===== src/sv/hts2_pkg.sv =====
`default_nettype none
// ----------------------------------------------------------------------------
// hts2_pkg
// Shared types, constants and lookup functions for the HID to PS/2 set 2
// scan code translator.
// ----------------------------------------------------------------------------
package hts2_pkg;

	// Event kinds on the command input.
	localparam logic CMD_KEY_DOWN = 1'b0;
	localparam logic CMD_KEY_UP   = 1'b1;

	// Set 2 prefix bytes.
	localparam logic [7:0] PREFIX_EXT   = 8'hE0;
	localparam logic [7:0] PREFIX_BREAK = 8'hF0;

	// Modifier bits whose codes carry the extended prefix (LGUI, RCTRL, RALT, RGUI).
	localparam logic [7:0] MOD_EXT_MASK = 8'hD8;

	// Default depth of the job queue between the front and back parts.
	localparam int JOB_DEPTH_DEFAULT = 2;

	// Sub-step inside the emission of one code sequence.
	typedef enum logic [1:0] {
		SUB_E0,
		SUB_F0,
		SUB_CODE
	} sub_t;

	// One classified event, handed from the front to the back.
	typedef struct packed {
		logic       key_up;
		logic       key_valid;
		logic       key_ext;
		logic [7:0] key_code;
		logic [7:0] diff;
		logic [7:0] mods;
	} job_t;

	// Key table entry: bit 8 marks an extended key, zero means unmapped.
	typedef logic [8:0] key_entry_t;

	// Make code of each modifier bit, without the extended prefix.
	function automatic logic [7:0] mod_code(input logic [2:0] idx);
		logic [7:0] code;
		unique case (idx)
			3'd0: code = 8'h14;
			3'd1: code = 8'h12;
			3'd2: code = 8'h11;
			3'd3: code = 8'h1F;
			3'd4: code = 8'h14;
			3'd5: code = 8'h59;
			3'd6: code = 8'h11;
			3'd7: code = 8'h27;
			default: code = 8'h00;
		endcase
		return code;
	endfunction

	// HID usage ID to set 2 make code.
	function automatic key_entry_t usage_map(input logic [7:0] usage);
		key_entry_t e;
		unique case (usage)
			8'h04: e = 9'h01C; 8'h05: e = 9'h032; 8'h06: e = 9'h021; 8'h07: e = 9'h023;
			8'h08: e = 9'h024; 8'h09: e = 9'h02B; 8'h0A: e = 9'h034; 8'h0B: e = 9'h033;
			8'h0C: e = 9'h043; 8'h0D: e = 9'h03B; 8'h0E: e = 9'h042; 8'h0F: e = 9'h04B;
			8'h10: e = 9'h03A; 8'h11: e = 9'h031; 8'h12: e = 9'h044; 8'h13: e = 9'h04D;
			8'h14: e = 9'h015; 8'h15: e = 9'h02D; 8'h16: e = 9'h01B; 8'h17: e = 9'h02C;
			8'h18: e = 9'h03C; 8'h19: e = 9'h02A; 8'h1A: e = 9'h01D; 8'h1B: e = 9'h022;
			8'h1C: e = 9'h035; 8'h1D: e = 9'h01A;
			8'h1E: e = 9'h016; 8'h1F: e = 9'h01E; 8'h20: e = 9'h026; 8'h21: e = 9'h025;
			8'h22: e = 9'h02E; 8'h23: e = 9'h036; 8'h24: e = 9'h03D; 8'h25: e = 9'h03E;
			8'h26: e = 9'h046; 8'h27: e = 9'h045;
			8'h28: e = 9'h05A; 8'h29: e = 9'h076; 8'h2A: e = 9'h066; 8'h2B: e = 9'h00D;
			8'h2C: e = 9'h029; 8'h2D: e = 9'h04E; 8'h2E: e = 9'h055; 8'h2F: e = 9'h054;
			8'h30: e = 9'h05B; 8'h31: e = 9'h05D;
			8'h33: e = 9'h04C; 8'h34: e = 9'h052; 8'h35: e = 9'h00E; 8'h36: e = 9'h041;
			8'h37: e = 9'h049; 8'h38: e = 9'h04A; 8'h39: e = 9'h058;
			8'h3A: e = 9'h005; 8'h3B: e = 9'h006; 8'h3C: e = 9'h004; 8'h3D: e = 9'h00C;
			8'h3E: e = 9'h003; 8'h3F: e = 9'h00B; 8'h40: e = 9'h083; 8'h41: e = 9'h00A;
			8'h42: e = 9'h001; 8'h43: e = 9'h009; 8'h44: e = 9'h078; 8'h45: e = 9'h007;
			8'h49: e = 9'h170; 8'h4A: e = 9'h16C; 8'h4B: e = 9'h17D; 8'h4C: e = 9'h171;
			8'h4D: e = 9'h169; 8'h4E: e = 9'h17A; 8'h4F: e = 9'h174; 8'h50: e = 9'h16B;
			8'h51: e = 9'h172; 8'h52: e = 9'h175;
			8'h53: e = 9'h077; 8'h54: e = 9'h14A; 8'h55: e = 9'h07C; 8'h56: e = 9'h07B;
			8'h57: e = 9'h079; 8'h58: e = 9'h15A;
			8'h59: e = 9'h069; 8'h5A: e = 9'h072; 8'h5B: e = 9'h07A; 8'h5C: e = 9'h06B;
			8'h5D: e = 9'h073; 8'h5E: e = 9'h074; 8'h5F: e = 9'h06C; 8'h60: e = 9'h075;
			8'h61: e = 9'h07D; 8'h62: e = 9'h070; 8'h63: e = 9'h071;
			default: e = 9'h000;
		endcase
		return e;
	endfunction

endpackage
`default_nettype wire


===== src/sv/hts2_front.sv =====
`default_nettype none
// ----------------------------------------------------------------------------
// hts2_front
// Accepts events, tracks the held modifier mask and classifies each event
// into a job for the back part.
// ----------------------------------------------------------------------------
module hts2_front (
	input  wire logic          clk,
	input  wire logic          arst_n,
	input  wire logic          push,
	input  wire logic          command,
	input  wire logic [7:0]    key_usage,
	input  wire logic [7:0]    modifier_bits,
	input  wire logic          job_full,
	output hts2_pkg::job_t     job,
	output logic               job_push
);

	logic                  accept;
	logic [7:0]            held_q;
	hts2_pkg::key_entry_t  entry;

	assign accept = push && !job_full;
	assign entry  = hts2_pkg::usage_map(key_usage);

	// Classify the event into what the back part has to emit.
	always_comb begin
		job.key_up    = (command == hts2_pkg::CMD_KEY_UP);
		job.key_valid = (entry[7:0] != 8'h00);
		job.key_ext   = entry[8];
		job.key_code  = entry[7:0];
		job.diff      = modifier_bits ^ held_q;
		job.mods      = modifier_bits;
	end

	// Events that emit nothing only update the held mask.
	assign job_push = accept && (job.key_valid || (job.diff != 8'h00));

	// Held modifier mask follows every transfer.
	always_ff @(posedge clk or negedge arst_n) begin
		if (!arst_n) begin
			held_q <= 8'h00;
		end else if (accept) begin
			held_q <= modifier_bits;
		end
	end

endmodule
`default_nettype wire


===== src/sv/hts2_job_fifo.sv =====
`default_nettype none
// ----------------------------------------------------------------------------
// hts2_job_fifo
// Small flop-based queue of classified jobs between the front and back.
// ----------------------------------------------------------------------------
module hts2_job_fifo #(
	parameter int DEPTH = hts2_pkg::JOB_DEPTH_DEFAULT
) (
	input  wire logic          clk,
	input  wire logic          arst_n,
	input  wire logic          wr_en,
	input  wire hts2_pkg::job_t wr_data,
	output logic               full,
	input  wire logic          rd_en,
	output hts2_pkg::job_t     rd_data,
	output logic               empty
);

	localparam int PW = (DEPTH > 1) ? $clog2(DEPTH) : 1;
	localparam int CW = $clog2(DEPTH + 1);

	hts2_pkg::job_t  mem_q [DEPTH];
	logic [PW-1:0]   wr_ptr_q;
	logic [PW-1:0]   rd_ptr_q;
	logic [CW-1:0]   count_q;
	logic            do_wr;
	logic            do_rd;

	assign full    = (count_q == CW'(DEPTH));
	assign empty   = (count_q == '0);
	assign do_wr   = wr_en && !full;
	assign do_rd   = rd_en && !empty;
	assign rd_data = mem_q[rd_ptr_q];

	// Storage needs no reset.
	always_ff @(posedge clk) begin
		if (do_wr) begin
			mem_q[wr_ptr_q] <= wr_data;
		end
	end

	// Pointers wrap at the depth.
	always_ff @(posedge clk or negedge arst_n) begin
		if (!arst_n) begin
			wr_ptr_q <= '0;
			rd_ptr_q <= '0;
			count_q  <= '0;
		end else begin
			if (do_wr) begin
				wr_ptr_q <= (wr_ptr_q == PW'(DEPTH - 1)) ? '0 : wr_ptr_q + 1'b1;
			end
			if (do_rd) begin
				rd_ptr_q <= (rd_ptr_q == PW'(DEPTH - 1)) ? '0 : rd_ptr_q + 1'b1;
			end
			if (do_wr && !do_rd) begin
				count_q <= count_q + 1'b1;
			end else if (do_rd && !do_wr) begin
				count_q <= count_q - 1'b1;
			end
		end
	end

endmodule
`default_nettype wire


===== src/sv/hts2_back.sv =====
`default_nettype none
// ----------------------------------------------------------------------------
// hts2_back
// Sequences one job into set 2 bytes into an output register that the
// receiver drains, one byte per cycle while the receiver keeps popping.
// ----------------------------------------------------------------------------
module hts2_back (
	input  wire logic          clk,
	input  wire logic          arst_n,
	input  wire hts2_pkg::job_t job,
	input  wire logic          job_empty,
	output logic               job_pop,
	output logic [7:0]         scan_byte,
	output logic               last_byte,
	output logic               empty,
	input  wire logic          pop
);

	logic            active_q;
	logic            key_up_q;
	logic            key_pend_q;
	logic            key_ext_q;
	logic [7:0]      key_code_q;
	logic [7:0]      diff_q;
	logic [7:0]      mods_q;
	hts2_pkg::sub_t  sub_q;

	logic            out_valid_q;
	logic [7:0]      out_byte_q;
	logic            out_last_q;

	logic            key_unit;
	logic [7:0]      mod_onehot;
	logic [2:0]      mod_idx;
	logic            ext;
	logic            rel;
	logic [7:0]      code;
	hts2_pkg::sub_t  stage;
	hts2_pkg::sub_t  stage_next;
	logic [7:0]      cur_byte;
	logic            unit_done;
	logic [7:0]      diff_after;
	logic            key_after;
	logic            is_last;
	logic            emit;
	logic            out_xfer;

	// Pick the current unit: the key or the lowest changed modifier.
	always_comb begin
		key_unit   = key_pend_q && (key_up_q || (diff_q == 8'h00));
		mod_onehot = diff_q & (~diff_q + 8'h01);
		mod_idx    = 3'd0;
		for (int i = 7; i >= 0; i--) begin
			if (diff_q[i]) begin
				mod_idx = 3'(i);
			end
		end
		ext  = key_unit ? key_ext_q : |(mod_onehot & hts2_pkg::MOD_EXT_MASK);
		rel  = key_unit ? key_up_q : ~|(mod_onehot & mods_q);
		code = key_unit ? key_code_q : hts2_pkg::mod_code(mod_idx);
	end

	// Skip prefixes that this unit does not use, then form the byte.
	always_comb begin
		stage = sub_q;
		if (stage == hts2_pkg::SUB_E0 && !ext) begin
			stage = hts2_pkg::SUB_F0;
		end
		if (stage == hts2_pkg::SUB_F0 && !rel) begin
			stage = hts2_pkg::SUB_CODE;
		end
		unique case (stage)
			hts2_pkg::SUB_E0: begin
				cur_byte   = hts2_pkg::PREFIX_EXT;
				stage_next = hts2_pkg::SUB_F0;
			end
			hts2_pkg::SUB_F0: begin
				cur_byte   = hts2_pkg::PREFIX_BREAK;
				stage_next = hts2_pkg::SUB_CODE;
			end
			default: begin
				cur_byte   = code;
				stage_next = hts2_pkg::SUB_E0;
			end
		endcase
		unit_done  = (stage == hts2_pkg::SUB_CODE);
		diff_after = key_unit ? diff_q : (diff_q & ~mod_onehot);
		key_after  = key_unit ? 1'b0 : key_pend_q;
		is_last    = unit_done && (diff_after == 8'h00) && !key_after;
	end

	assign out_xfer = pop && out_valid_q;
	assign emit     = active_q && (!out_valid_q || pop);
	assign job_pop  = !active_q && !job_empty;

	// Sequencer state: load a job when idle, advance one byte per emit.
	always_ff @(posedge clk or negedge arst_n) begin
		if (!arst_n) begin
			active_q   <= 1'b0;
			key_pend_q <= 1'b0;
			diff_q     <= 8'h00;
			sub_q      <= hts2_pkg::SUB_E0;
		end else if (job_pop) begin
			active_q   <= 1'b1;
			key_pend_q <= job.key_valid;
			diff_q     <= job.diff;
			sub_q      <= hts2_pkg::SUB_E0;
		end else if (emit) begin
			sub_q <= stage_next;
			if (unit_done) begin
				diff_q     <= diff_after;
				key_pend_q <= key_after;
			end
			if (is_last) begin
				active_q <= 1'b0;
			end
		end
	end

	// Job payload held for the length of the sequence.
	always_ff @(posedge clk) begin
		if (job_pop) begin
			key_up_q   <= job.key_up;
			key_ext_q  <= job.key_ext;
			key_code_q <= job.key_code;
			mods_q     <= job.mods;
		end
	end

	// Output register; refilled in the same cycle it is drained.
	always_ff @(posedge clk or negedge arst_n) begin
		if (!arst_n) begin
			out_valid_q <= 1'b0;
		end else if (emit) begin
			out_valid_q <= 1'b1;
		end else if (out_xfer) begin
			out_valid_q <= 1'b0;
		end
	end

	always_ff @(posedge clk) begin
		if (emit) begin
			out_byte_q <= cur_byte;
			out_last_q <= is_last;
		end
	end

	assign scan_byte = out_byte_q;
	assign last_byte = out_last_q;
	assign empty     = !out_valid_q;

endmodule
`default_nettype wire


===== src/sv/hid_to_ps2_set2_scancode_core.sv =====
`default_nettype none
// ----------------------------------------------------------------------------
// hid_to_ps2_set2_scancode_core
// Translates HID key events with a modifier mask into a PS/2 scan code set 2
// byte stream.
// ----------------------------------------------------------------------------
// Usage:
//   Input channel: drive command, key_usage and modifier_bits with push high;
//   a transfer happens on a clock edge where full is low. The front tracks
//   the held modifier mask and queues a job per event that emits bytes.
//   Output channel: while empty is low, scan_byte and last_byte show the
//   oldest byte; pop high on a clock edge transfers it. last_byte marks the
//   final byte of an event. Events that emit nothing produce no bytes.
// Flow:
//   The first byte of an event passes through the job queue and the back
//   part's job registers before it reaches the output register. The back
//   part loads each job before its first byte, then emits one byte per cycle
//   while pop keeps the output drained. The front accepts one event per cycle
//   until the job queue of JOB_DEPTH entries is full.
// Reset:
//   arst_n clears the held modifier mask, the job queue and the output.
// Stalls:
//   When pop stays low the byte holds, the sequencer waits, then the queue
//   fills and full rises; nothing is lost.
// ----------------------------------------------------------------------------
module hid_to_ps2_set2_scancode_core #(
	parameter int JOB_DEPTH = hts2_pkg::JOB_DEPTH_DEFAULT
) (
	input  wire logic       clk,
	input  wire logic       arst_n,
	input  wire logic       push,
	output logic            full,
	input  wire logic       command,
	input  wire logic [7:0] key_usage,
	input  wire logic [7:0] modifier_bits,
	output logic            empty,
	input  wire logic       pop,
	output logic [7:0]      scan_byte,
	output logic            last_byte
);

	hts2_pkg::job_t  front_job;
	hts2_pkg::job_t  back_job;
	logic            job_push;
	logic            job_pop;
	logic            job_empty;

	// Front: accept and classify.
	hts2_front u_front (
		.clk           (clk),
		.arst_n        (arst_n),
		.push          (push),
		.command       (command),
		.key_usage     (key_usage),
		.modifier_bits (modifier_bits),
		.job_full      (full),
		.job           (front_job),
		.job_push      (job_push)
	);

	// Queue between the two parts.
	hts2_job_fifo #(
		.DEPTH (JOB_DEPTH)
	) u_job_fifo (
		.clk     (clk),
		.arst_n  (arst_n),
		.wr_en   (job_push),
		.wr_data (front_job),
		.full    (full),
		.rd_en   (job_pop),
		.rd_data (back_job),
		.empty   (job_empty)
	);

	// Back: byte sequencer and output register.
	hts2_back u_back (
		.clk       (clk),
		.arst_n    (arst_n),
		.job       (back_job),
		.job_empty (job_empty),
		.job_pop   (job_pop),
		.scan_byte (scan_byte),
		.last_byte (last_byte),
		.empty     (empty),
		.pop       (pop)
	);

endmodule
`default_nettype wire


===== config.mk =====
export PLATFORM = sky130hd
export DESIGN_NAME = hid_to_ps2_set2_scancode_core
export DESIGN_NICKNAME = d
export VERILOG_FILES = /design/src/sv/hts2_pkg.sv /design/src/sv/hts2_front.sv /design/src/sv/hts2_job_fifo.sv /design/src/sv/hts2_back.sv /design/src/sv/hid_to_ps2_set2_scancode_core.sv
export SDC_FILE = /design/constraint.sdc
export NUM_CORES = 1
export LEC_CHECK = 0
export ABC_AREA = 1
export BUFFER_PORTS_ARGS = -buffer_cell sky130_fd_sc_hd__buf_2
export CAP_MARGIN = 20
export CORE_UTILIZATION = 35
export DETAILED_ROUTE_END_ITERATION = 12
export HOLD_SLACK_MARGIN = 0.05
export PLACE_DENSITY = 0.6
export SYNTH_ARGS = -nofsm -noshare
export SYNTH_HDL_FRONTEND = slang
export SYNTH_SLANG_ARGS = --single-unit

===== constraint.sdc =====
create_clock -name clk -period 5.7 [get_ports clk]
set_input_delay 1.14 -clock clk [delete_from_list [all_inputs] [get_ports clk]]
set_output_delay 1.14 -clock clk [all_outputs]
set_load 0.01 [all_outputs]

==> metrics.md, run 1 <==
| Metric | Value |
|---|---|
| Clock tree root buffer cell | `clkbuf_16` |
| Beginning of the worst hold path | `u_back.sub_q[1]` |
| Horiz. Die Dim | `131.9 um` |
| Cell breakdown of the critical path | `buf_2, inv_2, ha_1, inv_1, o21ai_0, nor2_1, nand2_1, nand3_1, nand2_1, nor2_1, nor2_1, nand3_1, nand2_1, nor2_2, buf_4` |
| CP Depth | `15` |
| Number of buffers on the longest clock path | `2` |
| Total length of routed wires | `about 13000 um` |
| Worst Hold Path Cells | `1` |
| Cell types occupying the most area after synthesis | `edfxtp_1, nand2_1, dfrtp_1` |
| Vias in the first global route | `~4300` |
| Leading area contributor after synthesis | `edfxtp_1` |
| Number of buffers inserted during clock tree synthesis | `9` |
| Setup Total Neg Slack | `0 ns` |
| Final period util | `0.6911` |
| Startpoint of the most critical register-to-register path | `u_job_fifo.count_q[0]` |
| Cell with the largest stage delay on the worst path | `nor2_2` |
| Area overhead of the layout relative to synthesis | `10.97%` |
| Hold Fails Final Rpt | `0` |
| Avg Synthesized Cell Area | `a little over 8 sq um` |
| Maximum net fanout on the critical path | `27` |
| Commonest cells in the netlist | `nand2_1, edfxtp_1, nand3_1` |
| Layout filler cell count | `1667` |
| Maximum clock frequency | `about 0.25 GHz` |
| Worst Hold Class | `register to register` |
| Gates resized, CTS repair | `0` |
| Setup-violating endpoint count in the final report | `0` |
| Kind of end point of the critical path | `register` |
| Count of cells along the worst register-to-register path | `8` |
| Global route overflow | `0` |
| Post-Syn Instances | `around 720` |
| Total via count after detailed routing | `around 4700` |
| Clock insertion delay at the later pin of the skew report | `0.33 ns` |
| Classification of the worst setup path | `input port to register` |
| Global placement routability congestion | `about 0.97` |
| Netlist area before placement | `between 5000 and 6000 sq um` |
| Maximum level of the CTS H-tree | `3` |
| End point of the most critical hold path | `u_back.sub_q[0]` |
| Count of buffering cells on the critical path with inverters included | `4` |
| Antenna violation net count after detailed routing | `0` |
| Endpoint of the most critical register-to-register path | `u_job_fifo.count_q[1]` |
| Power per Cell Area | `approximately 470 nW/um^2` |
| EDFF count, synth | `81` |
| Largest net degree at the start of global routing | `30` |
| Slew at the pin with the worst max-slew slack | `about 0.96 ns` |
| Startpoint type of the worst setup path | `input port` |
| Total placed instance area | `roughly 6200 sq um` |
| Setup repair bufs after CTS | `0` |
| First-pass GRT wire length | `~22000 um` |
| CP required | `around 5.7 ns` |
| Static leakage power | `0.002981 uW` |
| Ys async rst share | `0.2358` |
| Final Cell Area | `~6600 sq um` |
| Internal power | `~1900 uW` |
| RSZ-0062 raised after global routing | `false` |
| Most frequent cell after synthesis | `nand2_1` |
| Clock tree from TritonCTS | `done` |
| Wire length per cell | `between 10 and 15 um` |
| Count of clock tree sinks | `106` |
| Residual DRC | `0` |
| Floorplan die height | `roughly 130 um` |
| Post-Syn Nets | `between 700 and 800` |
| Sw Share | `0.3883` |
| Cell Rows | `47` |
| First drt pass iteration count | `5` |
| Gr usage total | `0.1589` |
| Clock transition at the registers of the reported paths | `roughly 0.07 ns` |
| DR iter-0 viols | `a little over 400` |
| Fraction of synthesized cell area taken by the top area cell type | `0.4117` |
| Predominant post-synthesis flop cell | `edfxtp_1` |
| Maxcap violations | `0` |
| Quantity of I/O buffers inserted on ports | `31` |
| Number of hold buffers added after cts | `0` |
| Switching power total | `1187 uW` |
| Worst slew margin relative to its limit | `0.3607` |
| Boundary Pins | `32` |
| Number of antenna violations at the first check in global routing | `0` |
| Warnings, synthesis | `0` |
| Antenna cells | `0` |
| Fraction of layout instances using a drive strength above 1 | `0.09505` |
| Worst EP arrival | `between 3 and 4 ns` |
| Sequential area share after synthesis | `0.5176` |
| Starting utilization of the core area | `0.3575` |
| Total core area | `~17000 sq um` |
| Number of nets in the layout | `780` |
| Period minus WS final | `3.939 ns` |
| Stage delay of the slowest cell on the critical path | `about 0.47 ns` |
| Register bit total from synthesis | `106` |
| Clock share of power | `0.199` |
| Register-to-register setup slack | `2.84 ns` |
| Worst-case clock skew | `about 0.0069 ns` |
| Critical path's top delay family | `simple AND/OR/NAND/NOR gates` |
| HPWL after DPL | `about 9800 um` |
| Sequential group share of total power | `0.417` |
| Result of the run | `completed` |
| Die area | `between 15000 and 20000 sq um` |
| Number of unique standard cell types used by synthesis | `38` |
| Utilization of the core after routing | `0.3968` |
| Vias per inst | `about 4.9` |
| Maximum resistive drop on vdd | `about 0.00019 V` |
| Proportion of power drawn by combinational gates | `0.384` |
| Slew Viols, Final | `0` |
[power by group through the flow]
| stage | sequential [uW] | combinational (uW) | clock [uW] |
|---|---|---|---|
| 2_1_floorplan | 1270 | 895 | 0 |
| 3_3_place_gp | 1290 | 1170 | 0 |
| 3_5_place_dp | 1300 | 1160 | 0 |
| 4_1_cts | 1280 | 1170 | 624 |
| 5_1_grt | 1300 | 1330 | 658 |
| 6_report | 1280 | 1170 | 608 |
[cells in the final DEF, fill, tap and decap left out, types with 3 or more instances in the layout]
cell,Yosys,final
inv_1,55,55
nand2_1,268,268
nor2_2,2,3
nand3_1,70,70
nor3_1,8,8
ha_1,17,17
xor2_1,10,10
nor2_1,65,64
dfrtp_1,25,25
o21ai_0,16,16
nand2_2,6,6
clkbuf_16,0,9
nand4_1,10,10
clkinv_1,3,3
o21ai_1,5,5
edfxtp_1,81,81
a21oi_1,30,29
buf_2,9,31
inv_2,4,4
[routing by layer]
layer  wire, um  vias to the layer above  track usage
met4        219                        0      0.05297
met3        764                       17      0.03230
li1           -                     2402            -
met1       6232                     2125       0.2166
met2       6210                      155       0.2522
met5          0                        -            0
[flip-flops by register name, summed over array words and instances (netlist names)]
register,count
u_back.active_q,1
u_back.key_up_q,1
u_back.mods_q,8
u_job_fifo.rd_ptr_q,1
u_back.diff_q,8
u_front.held_q,8
u_job_fifo.mem_q,54
u_back.key_pend_q,1
u_back.last_byte,1
u_back.key_ext_q,1
u_back.scan_byte,8
u_job_fifo.wr_ptr_q,1
u_job_fifo.count_q,2
u_back.sub_q,2
u_back.key_code_q,8
u_back.out_valid_q,1
[final cells by class]
type,instances,area (sq um),area share
flip-flops and latches,106,3058,0.4664
inverters,62,232.7,0.03550
well taps,220,275.3,0.04198
multi-input cells,529,2499,0.3811
clock inverters,6,65.06,0.009924
repair buffers,34,197.7,0.03015
clock buffers,10,229.0,0.03492
[stage by stage]
stage          hold WS, ns  std cells  setup slack (ns)  total power (uW)
2_1_floorplan       0.4419        721             1.736              2163
3_3_place_gp        0.4710        950             1.439              2458
3_5_place_dp        0.4641        950             1.446              2460
4_1_cts             0.4800        966             1.772              3074
5_1_grt             0.4960        967             1.456              3296
6_report            0.4754        967             1.761              3058
[cells by family (layout without fill, tap and decap cells)]
logic type	Yosys count	after routing	share of synthesized area
AO/OA/AOI/OAI	61	61	0.05803
XOR/XNOR	11	11	0.01631
adder cells (fa/ha/maj)	17	17	0.03600
buffers and inverters	86	112	0.06057
flip-flops	106	106	0.5176
AND/OR/NAND/NOR	440	440	0.3115
[how the worst max path moves through the flow]
stage,startpoint,to
after floorplan,key_usage[1],u_job_fifo.mem_q[1][0]
after global placement,key_usage[2],u_job_fifo.mem_q[0][4]
after detailed placement,key_usage[2],u_job_fifo.mem_q[0][4]
after CTS,key_usage[2],u_job_fifo.mem_q[0][17]
after global routing,key_usage[2],u_job_fifo.mem_q[1][24]
final,key_usage[2],u_job_fifo.mem_q[1][24]
No activity file was read; power rests on OpenSTA's default activity.
==> run 2, diff against run 1 <==
- PLACE_DENSITY: 0.6 -> 0.61
- clock period: 5.7 -> 3.5 ns (I/O delays scaled with it)
==> metrics.md, run 2 (same netlist as run 1, synthesis figures left out) <==
| Metric | Value |
|---|---|
| Worst Slack Setup Final | `0.5015 ns` |
| Minimum setup slack after placement | `roughly 0.14 ns` |
| CP required | `3.72 ns` |
| DR iter-0 viols | `358` |
| Wire length per cell | `roughly 14 um` |
| Switching power total | `2000 uW` |
| Floorplan die height | `approximately 130 um` |
| Setup repair bufs after CTS | `0` |
| Startpoint of the most critical register-to-register path | `u_back.diff_q[0]` |
| Maxcap violations | `0` |
| Internal power | `about 3200 uW` |
| Sequential group share of total power | `0.395` |
| Vias per inst | `between 4 and 5` |
| Worst Hold Class | `input port to async pin` |
| Maximum resistive drop on vdd | `approximately 0.00035 V` |
| Overall power consumption | `slightly above 5000 uW` |
| Residual DRC | `0` |
| First-pass GRT wire length | `between 20000 and 25000 um` |
| Flip-flop count of the largest register, all copies and words added | `54` |
| RSZ-0062 raised after global routing | `false` |
| Static leakage power | `a little over 0.003 uW` |
| Clock share of power | `0.211` |
| Global placement routability congestion | `around 0.94` |
| Startpoint type of the worst setup path | `input port` |
| First drt pass iteration count | `5` |
| Endpoint of the most critical register-to-register path | `u_back.diff_q[0]` |
| Antenna violation net count after detailed routing | `0` |
| Number of buffers inserted during clock tree synthesis | `9` |
| Slew at the pin with the worst max-slew slack | `~0.82 ns` |
| Layout filler cell count | `approximately 1700` |
| Sw Share | `0.3879` |
| Final Cell Area | `~6700 sq um` |
| Maximum net fanout on the critical path | `10` |
| Most frequent standard cell in the layout excluding fill and tap cells | `nand2_1` |
| Total via count after detailed routing | `4801` |
| Number of hold buffers added after cts | `0` |
| Number of nets in the layout | `800` |
| Period minus WS final | `2.999 ns` |
| Commonest non-fill, non-tap cells in the layout | `nand2_1, edfxtp_1, nand3_1` |
| Classification of the worst setup path | `input port to register` |
| Result of the run | `completed` |
| Gr usage total | `0.1725` |
| Setup-violating endpoint count in the final report | `0` |
| Worst hold slack | `approximately 0.35 ns` |
| Worst EP arrival | `roughly 3.2 ns` |
| Proportion of power drawn by combinational gates | `0.394` |
| Worst slew margin relative to its limit | `0.4524` |
| Count of cells along the worst register-to-register path | `12` |
| Maximum clock frequency | `roughly 0.33 GHz` |
| Gates resized, CTS repair | `0` |
| Number of buffers on the longest clock path | `2` |
| Cell Rows | `47` |
| Number of antenna violations at the first check in global routing | `0` |
| Total length of routed wires | `between 10000 and 15000 um` |
| Clock insertion delay at the later pin of the skew report | `about 0.35 ns` |
| Die area | `17400 sq um` |
| Setup Total Neg Slack | `0 ns` |
| Boundary Pins | `32` |
| Area overhead of the layout relative to synthesis | `13.72%` |
| Count of clock tree sinks | `roughly 110` |
| Final period util | `0.8567` |
| Power per Cell Area | `around 770 nW/um^2` |
| Kind of end point of the critical path | `register` |
| Hold Fails Final Rpt | `0` |
| Clock transition at the registers of the reported paths | `roughly 0.07 ns` |
| Worst-case clock skew | `about 0.0091 ns` |
| Global route overflow | `0` |
| Maximum level of the CTS H-tree | `3` |
| Clock tree from TritonCTS | `done` |
| Largest net degree at the start of global routing | `30` |
| Quantity of I/O buffers inserted on ports | `31` |
| Slew Viols, Final | `0` |
| HPWL after DPL | `between 10000 and 15000 um` |
| Antenna cells | `0` |
| Horiz. Die Dim | `between 100 and 150 um` |
| Starting utilization of the core area | `0.3575` |
| Register bank with the most flops | `u_job_fifo.mem_q` |
| Fraction of layout instances using a drive strength above 1 | `0.1186` |
| Vias in the first global route | `4715` |
| Clock tree root buffer cell | `clkbuf_16` |
| Total core area | `between 15000 and 20000 sq um` |
| Register-to-register setup slack | `roughly 1.1 ns` |
| Total placed instance area | `6392 sq um` |
## run 2: stage by stage
| step | cells | util |
|---|---|---|
| after CTS | 987 | 0.4066 |
| after floorplan | 721 | - |
| final | 987 | 0.4066 |
| after global placement | 971 | 0.3868 |
| after detailed placement | 971 | 0.3868 |
| after global routing | 987 | 0.4066 |
## run 2: area by class of cell
type	instances	area (sq um)	area share
clock buffer	10	229.0	0.03408
timing repair buffer	54	327.8	0.04879
sequential	106	3058	0.4551
clock inverter	6	97.59	0.01453
multi-input combinational	529	2499	0.3719
tap	220	275.3	0.04097
inverter	62	232.7	0.03464
## run 2: per-layer routing
layer	vias to the layer above	share of wire	global-route usage
met2	149	0.46	0.2704
met3	26	0.052	0.02960
li1	2445	-	-
met5	-	0	0
met4	0	0.023	0.06848
met1	2181	0.46	0.2370
## run 2: how the worst max path moves through the flow
stage                  from                endpoint  cells after the start
2_1_floorplan  key_usage[1]  u_job_fifo.mem_q[1][0]                     14
3_3_place_gp   key_usage[0]   u_job_fifo.count_q[1]                     19
3_5_place_dp   key_usage[0]   u_job_fifo.count_q[1]                     19
4_1_cts        key_usage[0]   u_job_fifo.count_q[1]                     19
5_1_grt        key_usage[0]   u_job_fifo.count_q[1]                     19
6_report       key_usage[0]   u_job_fifo.count_q[1]                     19
## run 2: critical path, stage by stage
cell	delay [ns]
buf_2	0.19
inv_1	0.14
ha_1	0.26
nand2_1	0.17
nand2_1	0.15
nand2_1	0.09
nand2_1	0.05
a21oi_1	0.18
nor2_1	0.06
nand2_1	0.08
nand3_1	0.10
nor2_2	0.13
nand3_1	0.09
nand2_1	0.13
inv_1	0.05
ha_1	0.29
a21oi_1	0.11
o21ai_0	0.11
xor2_1	0.15
## run 2: power by group through the flow
stage,logic (uW),clock network [uW],registers [uW]
6_report,2030,1090,2030
5_1_grt,2330,1160,2070
4_1_cts,2050,1120,2030
3_5_place_dp,2040,0,2060
3_3_place_gp,2030,0,2050
2_1_floorplan,1460,0,2060
==> run 3, diff against run 2 <==
- BUFFER_PORTS_ARGS: -buffer_cell sky130_fd_sc_hd__buf_2 -> -buffer_cell sky130_fd_sc_hd__buf_4
- SYNTH_HIERARCHICAL: default -> 1
==> metrics.md, run 3 <==
| Metric | Value |
|---|---|
| Commonest non-fill, non-tap cells in the layout | `nand2_1, nand3_1, edfxtp_1` |
| Number of buffers inserted during clock tree synthesis | `9` |
| Final Non-Filler Cells | `between 1000 and 1500` |
| Number of unique standard cell types used by synthesis | `39` |
| Fraction of synthesized cell area taken by the top area cell type | `0.3969` |
| Setup-violating endpoint count in the final report | `0` |
| Fraction of layout instances using a drive strength above 1 | `0.1164` |
| CP required | `3.74 ns` |
| Starting utilization of the core area | `0.3568` |
| Post-Syn Instances | `750` |
| Hold Fails Final Rpt | `0` |
| Worst-case clock skew | `roughly 0.0089 ns` |
| Area overhead of the layout relative to synthesis | `12.47%` |
| Vias in the first global route | `about 4500` |
| Power per Cell Area | `about 770 nW/um^2` |
| Kind of end point of the critical path | `register` |
| Total placed instance area | `roughly 6600 sq um` |
| Worst Hold Class | `input port to async pin` |
| Predominant post-synthesis flop cell | `edfxtp_1` |
| Cell types occupying the most area after synthesis | `edfxtp_1, nand2_1, dfrtp_1` |
| Worst EP arrival | `3.28 ns` |
| Gr usage total | `0.1640` |
| Worst slew margin relative to its limit | `0.6131` |
| Die area | `between 15000 and 20000 sq um` |
| Register-to-register setup slack | `about 1.3 ns` |
| Slew Viols, Final | `0` |
| Residual DRC | `0` |
| Number of buffers on the longest clock path | `2` |
| Commonest cells in the netlist | `nand2_1, nand3_1, edfxtp_1` |
| Clock transition at the registers of the reported paths | `0.07 ns` |
| Wire length per cell | `roughly 14 um` |
| Horiz. Die Dim | `between 100 and 150 um` |
| Antenna violation net count after detailed routing | `0` |
| Gates resized, CTS repair | `0` |
| Setup repair bufs after CTS | `0` |
| Most frequent standard cell in the layout excluding fill and tap cells | `nand2_1` |
| Final period util | `0.8667` |
| Maxcap violations | `0` |
| Classification of the worst setup path | `input port to register` |
| Warnings, synthesis | `6` |
| Flip-flop count of the largest register, all copies and words added | `54` |
| Post-Syn Nets | `a little under 800` |
| Total via count after detailed routing | `about 4900` |
| Quantity of I/O buffers inserted on ports | `31` |
| Maximum level of the CTS H-tree | `3` |
| DR iter-0 viols | `between 400 and 500` |
| Largest net degree at the start of global routing | `29` |
| First drt pass iteration count | `5` |
| Static leakage power | `around 0.0032 uW` |
| Global placement routability congestion | `slightly above 1` |
| Cell Rows | `48` |
| Final Cell Area | `around 6900 sq um` |
| Count of clock tree sinks | `about 110` |
| Ys async rst share | `0.2358` |
| Maximum net fanout on the critical path | `10` |
| Global route overflow | `0` |
| Register bank with the most flops | `u_job_fifo/mem_q` |
| Clock tree root buffer cell | `clkbuf_16` |
| Number of hold buffers added after cts | `0` |
| Antenna cells | `0` |
| Clock tree from TritonCTS | `done` |
| Number of placed instances, taps included | `991` |
| Sequential area share after synthesis | `0.4990` |
| Total core area | `17180 sq um` |
| Startpoint type of the worst setup path | `input port` |
| Setup Total Neg Slack | `0 ns` |
| HPWL after DPL | `a little over 10000 um` |
| Result of the run | `completed` |
| Most frequent cell after synthesis | `nand2_1` |
| Number of nets in the layout | `between 800 and 900` |
| Leading area contributor after synthesis | `edfxtp_1` |
| Worst hold slack | `between 0.2 and 0.3 ns` |
| Floorplan die height | `roughly 130 um` |
| Avg Synthesized Cell Area | `8.171 sq um` |
| First-pass GRT wire length | `around 23000 um` |
| Register bit total from synthesis | `between 100 and 150` |
| Vias per inst | `4.903` |
| Number of antenna violations at the first check in global routing | `0` |
| Period minus WS final | `roughly 3.0 ns` |
| Layout filler cell count | `1762` |
| RSZ-0062 raised after global routing | `false` |
| Slew at the pin with the worst max-slew slack | `roughly 0.58 ns` |
| Maximum resistive drop on vdd | `around 0.00036 V` |
| Total length of routed wires | `between 10000 and 15000 um` |
| Clock insertion delay at the later pin of the skew report | `0.35 ns` |
| Boundary Pins | `32` |
| Maximum clock frequency | `approximately 0.33 GHz` |
| Netlist area before placement | `roughly 6100 sq um` |
| EDFF count, synth | `between 80 and 90` |
==> run 3: changes by cell type in the layout (fill, tap and decap cells not counted), sizes merged, moves of 5 or more <==
| cell | before | now |
|---|---|---|
| nand3 | 70 | 89 |
| nor3 | 8 | 1 |
| buf | 54 | 47 |
| nor2 | 69 | 63 |
| nand4 | 10 | 5 |
| nand2 | 275 | 287 |
| inv | 61 | 71 |
==> run 3: power by group <==
group          switching, uW  internal, uW
clock network            461           497
registers                179          1860
logic                   1530           783
==> run 3: kinds of logic after synthesis <==
group,after synthesis,share of synthesized area
buffers and inverters,99,0.07391
adder cells (fa/ha/maj),17,0.03471
flip-flops,106,0.4990
AO/OA/AOI/OAI,65,0.06513
XOR/XNOR,9,0.01286
AND/OR/NAND/NOR,454,0.3144
==> run 3: path summary, 6_finish.rpt <==
path | startpoint | to | cells after the start
min in group clk | u_job_fifo/wr_ptr_q | u_job_fifo/wr_ptr_q | 2
worst max register to register | u_back/diff_q[5] | u_back/last_byte | 9
worst min-delay path | arst_n | u_back/diff_q[4] | 1
worst min register to register | u_job_fifo/wr_ptr_q | u_job_fifo/wr_ptr_q | 2
worst max-delay path | key_usage[1] | u_job_fifo/count_q[1] | 22
max in group asynchronous | arst_n | u_front/held_q[7] | 1
==> run 3: cell type report <==
| class | count | area [sq um] | area share |
|---|---|---|---|
| multi-input cells | 545 | 2623 | 0.3805 |
| inverters | 68 | 255.2 | 0.03703 |
| well taps | 225 | 281.5 | 0.04084 |
| repair buffers | 47 | 390.4 | 0.05663 |
| clock buffers | 9 | 225.2 | 0.03267 |
| clock inverters | 7 | 60.06 | 0.008713 |
| flip-flops and latches | 106 | 3058 | 0.4436 |
==> run 3: routing by layer <==
layer	up-vias	global-route usage	part of all wire
li1	2496	-	-
met1	2247	0.2285	0.47
met2	162	0.2504	0.45
met3	32	0.03288	0.051
met4	0	0.06305	0.029
met5	-	0	0
==> run 3: per-stage QoR <==
stage,worst slack [ns],util,total power (uW)
after floorplan,0.2549,-,3709
after global placement,0.1964,0.3847,4359
after detailed placement,0.1652,0.3847,4372
after CTS,0.5316,0.4013,5338
after global routing,0.1876,0.4013,5703
final,0.4665,0.4013,5307
==> run 3: critical path: stages <==
cell	delay, ns
buf_4	0.15
inv_1	0.16
ha_1	0.27
a21oi_1	0.39
nor2_1	0.13
nand2_1	0.10
nand3_1	0.08
nand2_1	0.09
nand2_1	0.09
clkinv_1	0.06
nand2_1	0.04
nor2_1	0.14
nand3_1	0.10
nand2_1	0.07
inv_1	0.04
inv_1	0.06
nor2_2	0.04
ha_1	0.32
inv_1	0.08
nand3_1	0.08
nand2_1	0.06
nand2_1	0.04
